<file path="config.mk">
export PLATFORM = sky130hd
export DESIGN_NAME = node_roster_table_core_flat
export DESIGN_NICKNAME = d
export VERILOG_FILES = /design/src/hw/rtl/nrt_pkg.sv /design/src/hw/rtl/nrt_in_if.sv /design/src/hw/rtl/nrt_out_if.sv /design/src/hw/rtl/nrt_ctrl.sv /design/src/hw/rtl/nrt_dp.sv /design/src/hw/rtl/node_roster_table_core.sv /design/src/flat_wrapper.sv
export SDC_FILE = /design/constraint.sdc
export NUM_CORES = 2
export LEC_CHECK = 0
export ABC_CLOCK_PERIOD_IN_PS = 13110
export BUFFER_PORTS_ARGS = -buffer_cell sky130_fd_sc_hd__buf_4
export CAP_MARGIN = 20
export CORE_MARGIN = 4
export CORE_UTILIZATION = 30
export DETAILED_ROUTE_END_ITERATION = 10
export PLACE_DENSITY = 0.46
export SETUP_SLACK_MARGIN = 0.15
export SLEW_MARGIN = 20
export SYNTH_ARGS = -nofsm -noshare
export SYNTH_HDL_FRONTEND = slang
export SYNTH_SLANG_ARGS = --single-unit
</file>
<file path="constraint.sdc">
create_clock -name clk -period 13.11 [get_ports clk]
set_input_delay 0.6555 -clock clk [delete_from_list [all_inputs] [get_ports clk]]
set_output_delay 0.6555 -clock clk [all_outputs]
set_load 0.005 [all_outputs]
</file>
<file path="src/hw/rtl/nrt_pkg.sv">
// ----------------------------------------------------------------------------
// nrt_pkg
// Shared constants, types and codes for the node roster table.
// ----------------------------------------------------------------------------
`default_nettype none

package nrt_pkg;

  localparam int ENTRIES  = 16;
  localparam int KEY_BITS = 64;
  localparam int LOC_BITS = 64;

  localparam int IDX_W   = $clog2(ENTRIES);
  localparam int CNT_W   = $clog2(ENTRIES + 1);
  localparam int FUNC_W  = 2;
  localparam int KEYF_W  = 64;
  localparam int LOCF_W  = 64;
  localparam int TIME_W  = 32;
  localparam int IDXF_W  = 4;
  localparam int OCCF_W  = 5;

  localparam logic [TIME_W-1:0] STALE_LIMIT_RST = 32'd60000;

  localparam logic [FUNC_W-1:0] FN_TOUCH = 2'd0;
  localparam logic [FUNC_W-1:0] FN_QUERY = 2'd1;
  localparam logic [FUNC_W-1:0] FN_READ  = 2'd2;

  typedef struct packed {
    logic [KEY_BITS-1:0] key;
    logic [LOC_BITS-1:0] loc;
    logic [TIME_W-1:0]   epoch;
    logic [TIME_W-1:0]   last_seen;
  } nrt_entry_t;

  // controller -> datapath
  typedef struct packed {
    logic             load;
    logic             scan_clr;
    logic             rd_en;
    logic             rd_use_idx;
    logic [IDX_W-1:0] rd_addr;
    logic             finish;
  } nrt_cmd_t;

  // datapath -> controller
  typedef struct packed {
    logic [FUNC_W-1:0] func;
    logic              key_zero;
    logic [CNT_W-1:0]  occupied;
    logic              out_hold;
  } nrt_sts_t;

endpackage

`default_nettype wire

</file>
<file path="src/hw/rtl/nrt_in_if.sv">
// ----------------------------------------------------------------------------
// nrt_in_if
// Request channel: valid/ready handshake with the operation fields.
// ----------------------------------------------------------------------------
`default_nettype none

interface nrt_in_if import nrt_pkg::*; ();
  logic              valid;
  logic              ready;
  logic [FUNC_W-1:0] func;
  logic [KEYF_W-1:0] node_key;
  logic [LOCF_W-1:0] location_data;
  logic              location_present;
  logic [TIME_W-1:0] wall_secs;
  logic [TIME_W-1:0] now_ms;
  logic [IDXF_W-1:0] entry_index;

  modport source (output valid, func, node_key, location_data, location_present,
                  wall_secs, now_ms, entry_index, input ready);
  modport sink (input valid, func, node_key, location_data, location_present,
                wall_secs, now_ms, entry_index, output ready);
endinterface

`default_nettype wire

</file>
<file path="src/hw/rtl/nrt_out_if.sv">
// ----------------------------------------------------------------------------
// nrt_out_if
// Result channel: valid/ready handshake with the result fields.
// ----------------------------------------------------------------------------
`default_nettype none

interface nrt_out_if import nrt_pkg::*; ();
  logic              valid;
  logic              ready;
  logic              stale;
  logic              entry_valid;
  logic [KEYF_W-1:0] entry_key;
  logic [LOCF_W-1:0] entry_location;
  logic [TIME_W-1:0] entry_epoch;
  logic [TIME_W-1:0] entry_last_seen;
  logic              entry_online;
  logic [OCCF_W-1:0] occupied_count;
  logic [IDXF_W-1:0] touched_slot;

  modport source (output valid, stale, entry_valid, entry_key, entry_location,
                  entry_epoch, entry_last_seen, entry_online, occupied_count,
                  touched_slot, input ready);
  modport sink (input valid, stale, entry_valid, entry_key, entry_location,
                entry_epoch, entry_last_seen, entry_online, occupied_count,
                touched_slot, output ready);
endinterface

`default_nettype wire

</file>
<file path="src/hw/rtl/nrt_ctrl.sv">
// ----------------------------------------------------------------------------
// nrt_ctrl
// Sequencer: decodes the latched item, walks the occupied slots, finishes.
// ----------------------------------------------------------------------------
`default_nettype none

module nrt_ctrl import nrt_pkg::*; (
  input  wire logic     clk,
  input  wire logic     rst_n,
  input  wire logic     in_valid,
  output logic          in_ready,
  input  wire nrt_sts_t sts,
  output nrt_cmd_t      cmd
);

  localparam logic [2:0] S_IDLE = 3'd0;
  localparam logic [2:0] S_DEC  = 3'd1;
  localparam logic [2:0] S_SCAN = 3'd2;
  localparam logic [2:0] S_RD   = 3'd3;
  localparam logic [2:0] S_FIN  = 3'd4;

  logic [2:0]       state_r, state_nxt;
  logic [CNT_W-1:0] cnt_r, cnt_nxt;

  assign in_ready = (state_r == S_IDLE);

  always_comb begin
    state_nxt      = state_r;
    cnt_nxt        = cnt_r;
    cmd            = '0;
    cmd.rd_addr    = cnt_r[IDX_W-1:0];
    unique case (state_r)
      S_IDLE: begin
        if (in_valid) begin
          cmd.load     = 1'b1;
          cmd.scan_clr = 1'b1;
          cnt_nxt      = '0;
          state_nxt    = S_DEC;
        end
      end
      S_DEC: begin
        if ((sts.func == FN_TOUCH || sts.func == FN_QUERY) && !sts.key_zero) begin
          state_nxt = S_SCAN;
        end else if (sts.func == FN_READ) begin
          state_nxt = S_RD;
        end else begin
          state_nxt = S_FIN;
        end
      end
      S_SCAN: begin
        // last compare happens in the cycle after the last read issue
        if (cnt_r < sts.occupied) begin
          cmd.rd_en = 1'b1;
          cnt_nxt   = cnt_r + 1'b1;
        end else begin
          state_nxt = S_FIN;
        end
      end
      S_RD: begin
        cmd.rd_en      = 1'b1;
        cmd.rd_use_idx = 1'b1;
        state_nxt      = S_FIN;
      end
      S_FIN: begin
        if (!sts.out_hold) begin
          cmd.finish = 1'b1;
          state_nxt  = S_IDLE;
        end
      end
      default: state_nxt = S_IDLE;
    endcase
  end

  always_ff @(posedge clk) begin
    if (!rst_n) begin
      state_r <= S_IDLE;
      cnt_r   <= '0;
    end else begin
      state_r <= state_nxt;
      cnt_r   <= cnt_nxt;
    end
  end

endmodule

`default_nettype wire

</file>
<file path="src/hw/rtl/nrt_dp.sv">
// ----------------------------------------------------------------------------
// nrt_dp
// Datapath: item latch, slot memory, scan compare, result register.
// ----------------------------------------------------------------------------
`default_nettype none

module nrt_dp import nrt_pkg::*; (
  input  wire logic              clk,
  input  wire logic              rst_n,
  input  wire nrt_cmd_t          cmd,
  output nrt_sts_t               sts,
  input  wire logic              cfg_we,
  input  wire logic [TIME_W-1:0] cfg_wdata,
  nrt_in_if.sink                 in_ch,
  nrt_out_if.source              out_ch
);

  // latched item
  logic [FUNC_W-1:0]   func_r;
  logic [KEY_BITS-1:0] key_r;
  logic [LOC_BITS-1:0] loc_r;
  logic [TIME_W-1:0]   epoch_r;
  logic [TIME_W-1:0]   now_r;
  logic [IDXF_W-1:0]   idx_r;

  logic [TIME_W-1:0]   limit_r;
  logic [CNT_W-1:0]    occ_r;

  nrt_entry_t          mem [ENTRIES];
  nrt_entry_t          rd_q_r;
  logic [IDX_W-1:0]    rd_addr;
  logic [IDX_W-1:0]    rd_idx_r;
  logic                rd_vld_r;

  logic                found_r;
  logic [IDX_W-1:0]    found_slot_r;
  logic [TIME_W-1:0]   found_age_r;
  logic                best_vld_r;
  logic [IDX_W-1:0]    best_slot_r;
  logic [TIME_W-1:0]   best_age_r;

  logic [TIME_W-1:0]   rd_age;
  logic                full;
  logic                do_write;
  logic [IDX_W-1:0]    wr_slot;
  logic [CNT_W-1:0]    occ_nxt;
  logic                rd_in_range;

  logic                out_valid_r;
  logic                stale_r;
  logic                ev_r;
  logic [KEYF_W-1:0]   ekey_r;
  logic [LOCF_W-1:0]   eloc_r;
  logic [TIME_W-1:0]   eepoch_r;
  logic [TIME_W-1:0]   elast_r;
  logic                eonline_r;
  logic [OCCF_W-1:0]   occ_out_r;
  logic [IDXF_W-1:0]   tslot_r;

  assign sts.func     = func_r;
  assign sts.key_zero = (key_r == '0);
  assign sts.occupied = occ_r;
  assign sts.out_hold = out_valid_r && !out_ch.ready;

  always_ff @(posedge clk) begin
    if (cmd.load) begin
      func_r  <= in_ch.func;
      key_r   <= in_ch.node_key[KEY_BITS-1:0];
      loc_r   <= in_ch.location_present ? in_ch.location_data[LOC_BITS-1:0] : '0;
      epoch_r <= in_ch.wall_secs;
      now_r   <= in_ch.now_ms;
      idx_r   <= in_ch.entry_index;
    end
  end

  always_ff @(posedge clk) begin
    if (!rst_n) begin
      limit_r <= STALE_LIMIT_RST;
    end else if (cfg_we) begin
      limit_r <= cfg_wdata;
    end
  end

  // slot memory: one read port (registered), one write port
  assign rd_addr = cmd.rd_use_idx ? IDX_W'(idx_r) : cmd.rd_addr;

  always_ff @(posedge clk) begin
    if (cmd.rd_en) begin
      rd_q_r <= mem[rd_addr];
    end
    if (do_write) begin
      mem[wr_slot] <= '{key: key_r, loc: loc_r, epoch: epoch_r, last_seen: now_r};
    end
  end

  always_ff @(posedge clk) begin
    if (!rst_n) begin
      rd_vld_r <= 1'b0;
    end else begin
      rd_vld_r <= cmd.rd_en && !cmd.rd_use_idx;
    end
    if (cmd.rd_en) begin
      rd_idx_r <= rd_addr;
    end
  end

  assign rd_age = now_r - rd_q_r.last_seen;

  // first key match, and oldest slot with the lowest index winning ties
  always_ff @(posedge clk) begin
    if (cmd.scan_clr) begin
      found_r    <= 1'b0;
      best_vld_r <= 1'b0;
    end else if (rd_vld_r) begin
      if (!found_r && rd_q_r.key == key_r) begin
        found_r      <= 1'b1;
        found_slot_r <= rd_idx_r;
        found_age_r  <= rd_age;
      end
      if (!best_vld_r || rd_age > best_age_r) begin
        best_vld_r  <= 1'b1;
        best_slot_r <= rd_idx_r;
        best_age_r  <= rd_age;
      end
    end
  end

  assign full     = (occ_r == CNT_W'(ENTRIES));
  assign do_write = cmd.finish && func_r == FN_TOUCH && key_r != '0;

  always_comb begin
    wr_slot = best_slot_r;
    occ_nxt = occ_r;
    if (found_r) begin
      wr_slot = found_slot_r;
    end else if (!full) begin
      wr_slot = occ_r[IDX_W-1:0];
      if (do_write) begin
        occ_nxt = occ_r + 1'b1;
      end
    end
  end

  assign rd_in_range = ({{CNT_W{1'b0}}, idx_r} < {{IDXF_W{1'b0}}, occ_r});

  always_ff @(posedge clk) begin
    if (!rst_n) begin
      occ_r <= '0;
    end else if (cmd.finish) begin
      occ_r <= occ_nxt;
    end
  end

  always_ff @(posedge clk) begin
    if (!rst_n) begin
      out_valid_r <= 1'b0;
    end else if (cmd.finish) begin
      out_valid_r <= 1'b1;
    end else if (out_ch.ready) begin
      out_valid_r <= 1'b0;
    end
  end

  always_ff @(posedge clk) begin
    if (cmd.finish) begin
      stale_r   <= 1'b0;
      ev_r      <= 1'b0;
      ekey_r    <= '0;
      eloc_r    <= '0;
      eepoch_r  <= '0;
      elast_r   <= '0;
      eonline_r <= 1'b0;
      tslot_r   <= '0;
      occ_out_r <= OCCF_W'(occ_nxt);
      unique case (func_r)
        FN_TOUCH: begin
          if (do_write) begin
            tslot_r <= IDXF_W'(wr_slot);
          end
        end
        FN_QUERY: begin
          stale_r <= (key_r == '0) || !found_r || (found_age_r >= limit_r);
        end
        FN_READ: begin
          if (rd_in_range) begin
            ev_r      <= 1'b1;
            ekey_r    <= KEYF_W'(rd_q_r.key);
            eloc_r    <= LOCF_W'(rd_q_r.loc);
            eepoch_r  <= rd_q_r.epoch;
            elast_r   <= rd_q_r.last_seen;
            eonline_r <= (now_r - rd_q_r.last_seen) < limit_r;
          end
        end
        default: ;
      endcase
    end
  end

  assign out_ch.valid           = out_valid_r;
  assign out_ch.stale           = stale_r;
  assign out_ch.entry_valid     = ev_r;
  assign out_ch.entry_key       = ekey_r;
  assign out_ch.entry_location  = eloc_r;
  assign out_ch.entry_epoch     = eepoch_r;
  assign out_ch.entry_last_seen = elast_r;
  assign out_ch.entry_online    = eonline_r;
  assign out_ch.occupied_count  = occ_out_r;
  assign out_ch.touched_slot    = tslot_r;

endmodule

`default_nettype wire

</file>
<file path="src/hw/rtl/node_roster_table_core.sv">
// ----------------------------------------------------------------------------
// node_roster_table_core
// Roster of network nodes with key lookup and oldest-entry replacement.
// ----------------------------------------------------------------------------
//  channel   dir  handshake        contents
//  in_if     in   valid/ready      func, key, location, epoch, now, index
//  out_if    out  valid/ready      stale, entry fields, occupied, slot
//  cfg_*     in   cfg_we           stale limit in ms
//
//  A touch or stale query with a non-zero key scans the roster with one slot
//  memory read per occupied slot; a read by index reads one slot; other items
//  go from decode straight to the final step. One item is in flight at a time;
//  the next is taken once the previous result sits in the output register. A
//  stalled output holds the block in its final step. Reset empties the roster.
// ----------------------------------------------------------------------------
`default_nettype none

module node_roster_table_core import nrt_pkg::*; (
  input  wire logic              clk,
  input  wire logic              rst_n,
  nrt_in_if.sink                 in_if,
  nrt_out_if.source              out_if,
  input  wire logic              cfg_we,
  input  wire logic [TIME_W-1:0] cfg_wdata
);

  nrt_cmd_t cmd;
  nrt_sts_t sts;

  nrt_ctrl u_ctrl (
    .clk      (clk),
    .rst_n    (rst_n),
    .in_valid (in_if.valid),
    .in_ready (in_if.ready),
    .sts      (sts),
    .cmd      (cmd)
  );

  nrt_dp u_dp (
    .clk       (clk),
    .rst_n     (rst_n),
    .cmd       (cmd),
    .sts       (sts),
    .cfg_we    (cfg_we),
    .cfg_wdata (cfg_wdata),
    .in_ch     (in_if),
    .out_ch    (out_if)
  );

endmodule

`default_nettype wire

</file>
<file path="src/flat_wrapper.sv">
// flat-port wrapper written by rule: the top's interface ports become plain ports
module node_roster_table_core_flat import nrt_pkg::*;
  (clk, rst_n, cfg_we, cfg_wdata, in_if_valid, in_if_func, in_if_node_key, in_if_location_data, in_if_location_present, in_if_wall_secs, in_if_now_ms, in_if_entry_index, in_if_ready, out_if_valid, out_if_stale, out_if_entry_valid, out_if_entry_key, out_if_entry_location, out_if_entry_epoch, out_if_entry_last_seen, out_if_entry_online, out_if_occupied_count, out_if_touched_slot, out_if_ready);
  nrt_in_if in_if_i ();
  nrt_out_if out_if_i ();
  input  wire logic clk;
  input  wire logic rst_n;
  input  wire logic cfg_we;
  input  wire logic [TIME_W-1:0] cfg_wdata;
  input wire logic [$bits(in_if_i.valid)-1:0] in_if_valid;
  input wire logic [$bits(in_if_i.func)-1:0] in_if_func;
  input wire logic [$bits(in_if_i.node_key)-1:0] in_if_node_key;
  input wire logic [$bits(in_if_i.location_data)-1:0] in_if_location_data;
  input wire logic [$bits(in_if_i.location_present)-1:0] in_if_location_present;
  input wire logic [$bits(in_if_i.wall_secs)-1:0] in_if_wall_secs;
  input wire logic [$bits(in_if_i.now_ms)-1:0] in_if_now_ms;
  input wire logic [$bits(in_if_i.entry_index)-1:0] in_if_entry_index;
  output wire logic [$bits(in_if_i.ready)-1:0] in_if_ready;
  output wire logic [$bits(out_if_i.valid)-1:0] out_if_valid;
  output wire logic [$bits(out_if_i.stale)-1:0] out_if_stale;
  output wire logic [$bits(out_if_i.entry_valid)-1:0] out_if_entry_valid;
  output wire logic [$bits(out_if_i.entry_key)-1:0] out_if_entry_key;
  output wire logic [$bits(out_if_i.entry_location)-1:0] out_if_entry_location;
  output wire logic [$bits(out_if_i.entry_epoch)-1:0] out_if_entry_epoch;
  output wire logic [$bits(out_if_i.entry_last_seen)-1:0] out_if_entry_last_seen;
  output wire logic [$bits(out_if_i.entry_online)-1:0] out_if_entry_online;
  output wire logic [$bits(out_if_i.occupied_count)-1:0] out_if_occupied_count;
  output wire logic [$bits(out_if_i.touched_slot)-1:0] out_if_touched_slot;
  input wire logic [$bits(out_if_i.ready)-1:0] out_if_ready;
  assign in_if_i.valid = in_if_valid;
  assign in_if_i.func = in_if_func;
  assign in_if_i.node_key = in_if_node_key;
  assign in_if_i.location_data = in_if_location_data;
  assign in_if_i.location_present = in_if_location_present;
  assign in_if_i.wall_secs = in_if_wall_secs;
  assign in_if_i.now_ms = in_if_now_ms;
  assign in_if_i.entry_index = in_if_entry_index;
  assign in_if_ready = in_if_i.ready;
  assign out_if_valid = out_if_i.valid;
  assign out_if_stale = out_if_i.stale;
  assign out_if_entry_valid = out_if_i.entry_valid;
  assign out_if_entry_key = out_if_i.entry_key;
  assign out_if_entry_location = out_if_i.entry_location;
  assign out_if_entry_epoch = out_if_i.entry_epoch;
  assign out_if_entry_last_seen = out_if_i.entry_last_seen;
  assign out_if_entry_online = out_if_i.entry_online;
  assign out_if_occupied_count = out_if_i.occupied_count;
  assign out_if_touched_slot = out_if_i.touched_slot;
  assign out_if_i.ready = out_if_ready;
  node_roster_table_core u_core (.clk(clk), .rst_n(rst_n), .in_if(in_if_i), .out_if(out_if_i), .cfg_we(cfg_we), .cfg_wdata(cfg_wdata));
endmodule
</file>
==> load_flow_metrics.sql <==
INSERT INTO impl_metrics (metric_group, metric, value, unit) VALUES
('placed_design', 'post-dp-hpwl', '248000', 'um'),
('layout', 'multiInputGateArea', '0.0324', 'mm2'),
('critical_path', 'critPathSlowestCell', 'sky130_fd_sc_hd__buf_4', ''),
('critical_path', 'critical_path.reg2reg.startpoint', 'u_core.u_dp.key_r[21]', ''),
('global_routing', 'grt_antenna_before_repair', '34', ''),
('clock_network', 'cts.clk_slew.worst_paths', '0.06', 'ns'),
('floorplan', 'die-area', '0.508', 'mm2'),
('routing', 'post_drt_wl_per_cell', '25.4', 'um'),
('global_routing', 'all_layer_global_routing_usage', '0.178', ''),
('timing', 'slew_headroom', '0.195', ''),
('routing', 'drt_iter0_markers', '8652', ''),
('critical_path', 'worst_r2r_endpoint', 'u_core.u_dp.mem[14][114]', ''),
('placed_design', 'io_buffers', '441', ''),
('clock_network', 'cts_setup_buffers', '0', ''),
('timing', 'measured_slew_at_the_worst_slew_check_pin', '1.20', 'ns'),
('layout', 'layout_common_cells', 'sky130_fd_sc_hd__edfxtp_1, sky130_fd_sc_hd__nand2_1, sky130_fd_sc_hd__nand3_1', ''),
('clock_network', 'hold_buffers', '216', ''),
('pwr', 'power_switching_share', '0.228', ''),
('pwr', 'total_power', '0.0265', 'W'),
('yosys', 'ys.flop_type', 'sky130_fd_sc_hd__edfxtp_1', ''),
('pwr', 'power_frac_comb', '0.051', ''),
('layout', 'layout.area.seq', '0.113', 'mm2'),
('job', 'max_cap_violations', '0', ''),
('pwr', 'power.share.clock', '0.430', ''),
('clock_network', 'post_cts_resize_count', '0', ''),
('critical_path', 'cp_cell_sequence', 'nor4_1, buf_4, nand4_1, nor4_2, buf_4, or4_1, nor2_1, nand2_1, nor2_4, buf_4, buf_12, buf_4, buf_4', ''),
('critical_path', 'critical_path_peak_fanout', '73', ''),
('clock_network', 'cts_tree', 'built', ''),
('yosys', 'synth-warning-count', '0', ''),
('routing', 'vias', '92900', ''),
('floorplan', 'core', '0.494', 'mm2'),
('yosys', 'synth-edff-count', '3742', ''),
('clock_network', 'tritoncts.num_buffers', '414', ''),
('critical_path', 'worst_r2r_path_depth', '13', ''),
('routing', 'aggregate_routed_wire_length', '471000', 'um'),
('critical_path', 'cp_data_required_time', '13.68', 'ns'),
('timing', 'finalHoldViolations', '0', ''),
('timing', 'unrepaired_setup_endpoints_after_global_routing', 'false', ''),
('layout', 'layout.nets', '11900', ''),
('timing', 'minimum_period_implied_by_the_final_worst_setup_slack', '7.02', 'ns'),
('yosys', 'yosys.cell_types.count', '62', ''),
('global_routing', 'global_route_wire_length_before_repair', '669000', 'um'),
('yosys', 'synth_cells', '11000', ''),
('clock_network', 'ctsLongestPathBuffers', '4', ''),
('routing', 'avgViaCountPerCell', '5.01', ''),
('global_routing', 'grt_start_max_net_pins', '168', ''),
('yosys', 'seq_area_frac_synth', '0.761', ''),
('layout', 'leading_cell_type_in_the_layout_fill_and_taps_excluded', 'sky130_fd_sc_hd__edfxtp_1', ''),
('routing', 'drcViolationCount', '0', ''),
('critical_path', 'regToRegSetupSlack', '6.09', 'ns'),
('layout', 'layout.core_utilization', '0.354', ''),
('critical_path', 'critPathTopFamily', 'buffers and inverters', ''),
('critical_path', 'timing.critical_path.to', 'u_core.u_dp.mem[14][114]', ''),
('clock_network', 'cts_max_level', '5', ''),
('yosys', 'synth-seq-cells', '3791', ''),
('pwr', 'power_density', '151', 'mW/mm2'),
('timing', 'finalSetupViolCount', '0', ''),
('layout', 'num-fill-cells', '47400', ''),
('timing', 'worst_clock_skew', '0.0881', 'ns'),
('yosys', 'synth_async_sr_flop_share', '0', ''),
('pwr', 'power.share.sequential', '0.519', ''),
('floorplan', 'initial_utilization', '0.301', ''),
('yosys', 'number_of_nets_in_the_synthesized_netlist', '11400', ''),
('timing', 'slew_viols_final', '0', ''),
('yosys', 'post_synth.cell_area_avg', '13.6', 'um2'),
('clock_network', 'clock_latency', '1.01', 'ns'),
('run_status', 'status', 'finished, final reports clean', ''),
('clock_network', 'clock_sink_count', '3791', ''),
('floorplan', 'chipHeight', '713', 'um'),
('floorplan', 'num_rows', '258', ''),
('floorplan', 'design.portCount', '442', '');
-- power by group through the flow --
stage	combinational (W)	sequential (W)	clock (W)
after floorplan	0.000774	0.0139	0
after global placement	0.00131	0.0140	0
after detailed placement	0.00132	0.0140	0
after CTS	0.00139	0.0137	0.0117
after global routing	0.00150	0.0138	0.0122
final	0.00136	0.0137	0.0114
-- cell families (layout without fill, tap and decap cells) --
| family | after synthesis | after routing | synth area share |
|---|---|---|---|
| other | 0 | 14 | 0 |
| multiplexers | 36 | 36 | 0.00254 |
| adder cells (fa/ha/maj) | 137 | 137 | 0.0116 |
| flip-flops | 3791 | 3791 | 0.761 |
| buffers and inverters | 819 | 1752 | 0.0231 |
| XOR/XNOR | 85 | 85 | 0.00500 |
| AO/OA/AOI/OAI | 792 | 792 | 0.0402 |
| AND/OR/NAND/NOR | 5322 | 5322 | 0.157 |
-- area by class of cell --
cell class              count  area share
diodes                     14    0.000200
clock buffers             535      0.0627
clock inverters           232      0.0123
inverters                 136     0.00313
multi-input cells        6372       0.185
flip-flops and latches   3791       0.648
well taps                6630      0.0474
repair buffers            849      0.0414
-- how the worst min path moves through the flow --
| stage | startpoint | endpoint | slack [ns] | cells after the start |
|---|---|---|---|---|
| finish | rst_n | u_core.u_dp.out_ch.valid | 0.12 | 2 |
| global route | rst_n | u_core.u_dp.limit_r[1] | 0.09 | 2 |
| CTS | rst_n | u_core.u_dp.out_ch.valid | 0.01 | 2 |
| detailed placement | u_core.u_dp.rd_idx_r[1] | u_core.u_dp.found_slot_r[1] | 0.44 | 0 |
| global placement | u_core.u_dp.rd_idx_r[2] | u_core.u_dp.best_slot_r[2] | 0.44 | 0 |
| floorplan | u_core.u_dp.rd_idx_r[0] | u_core.u_dp.best_slot_r[0] | 0.42 | 0 |
-- through the flow --
step                      worst slack, ns  hold WS, ns  instance area, um2
after CTS                            5.85       0.0138              175000
final                                6.09        0.122              175000
after global placement               5.78        0.443              160000
after detailed placement             5.93        0.437              160000
after global routing                 5.65       0.0889              175000
after floorplan                      2.45        0.421              149000
-- synth_stat cells, drive strengths merged (52+ instances only) --
cell type,number,area [um2]
a21oi,61,305
a311oi,384,3360
a31oi,196,1230
and2,224,1400
and3,195,1220
buf,313,1550
clkbuf,370,1390
edfxtp,3742,112000
ha,136,1700
inv,136,510
nand2,3119,11700
nand3,1545,7730
nor2,101,379
xor2,52,455
-- worst register-to-register path: stages (launching register included) --
cell	delay (ns)
sky130_fd_sc_hd__edfxtp_1	0.74
sky130_fd_sc_hd__nor4_1	0.28
sky130_fd_sc_hd__buf_4	0.22
sky130_fd_sc_hd__nand4_1	0.21
sky130_fd_sc_hd__nor4_2	0.19
sky130_fd_sc_hd__buf_4	0.21
sky130_fd_sc_hd__or4_1	0.62
sky130_fd_sc_hd__nor2_1	0.25
sky130_fd_sc_hd__nand2_1	0.27
sky130_fd_sc_hd__nor2_4	0.76
sky130_fd_sc_hd__buf_4	0.63
sky130_fd_sc_hd__buf_12	0.59
sky130_fd_sc_hd__buf_4	0.75
sky130_fd_sc_hd__buf_4	0.86
-- per-layer routing --
metal,routed length (um),global-route usage,vias up
li1,-,-,41600
met1,215000,0.256,47800
met2,219000,0.287,2939
met3,27100,0.0250,580
met4,10300,0.0398,6
met5,34,0,-
-- flip-flops by register name (all words and copies together) (netlist names), 32 cells and up --
| signal | flops |
|---|---|
| u_core.u_dp.out_ch.entry_last_seen | 32 |
| u_core.u_dp.found_age_r | 32 |
| u_core.u_dp.mem | 3072 |
| u_core.u_dp.rd_q_r | 192 |
| u_core.u_dp.key_r | 64 |
| u_core.u_dp.best_age_r | 32 |
| u_core.u_dp.out_ch.entry_key | 64 |
| u_core.u_dp.loc_r | 64 |
| u_core.u_dp.out_ch.entry_epoch | 32 |
| u_core.u_dp.out_ch.entry_location | 64 |
| u_core.u_dp.limit_r | 32 |
| u_core.u_dp.epoch_r | 32 |
| u_core.u_dp.now_r | 32 |
Note: power is estimated with default switching activity, not from simulation.
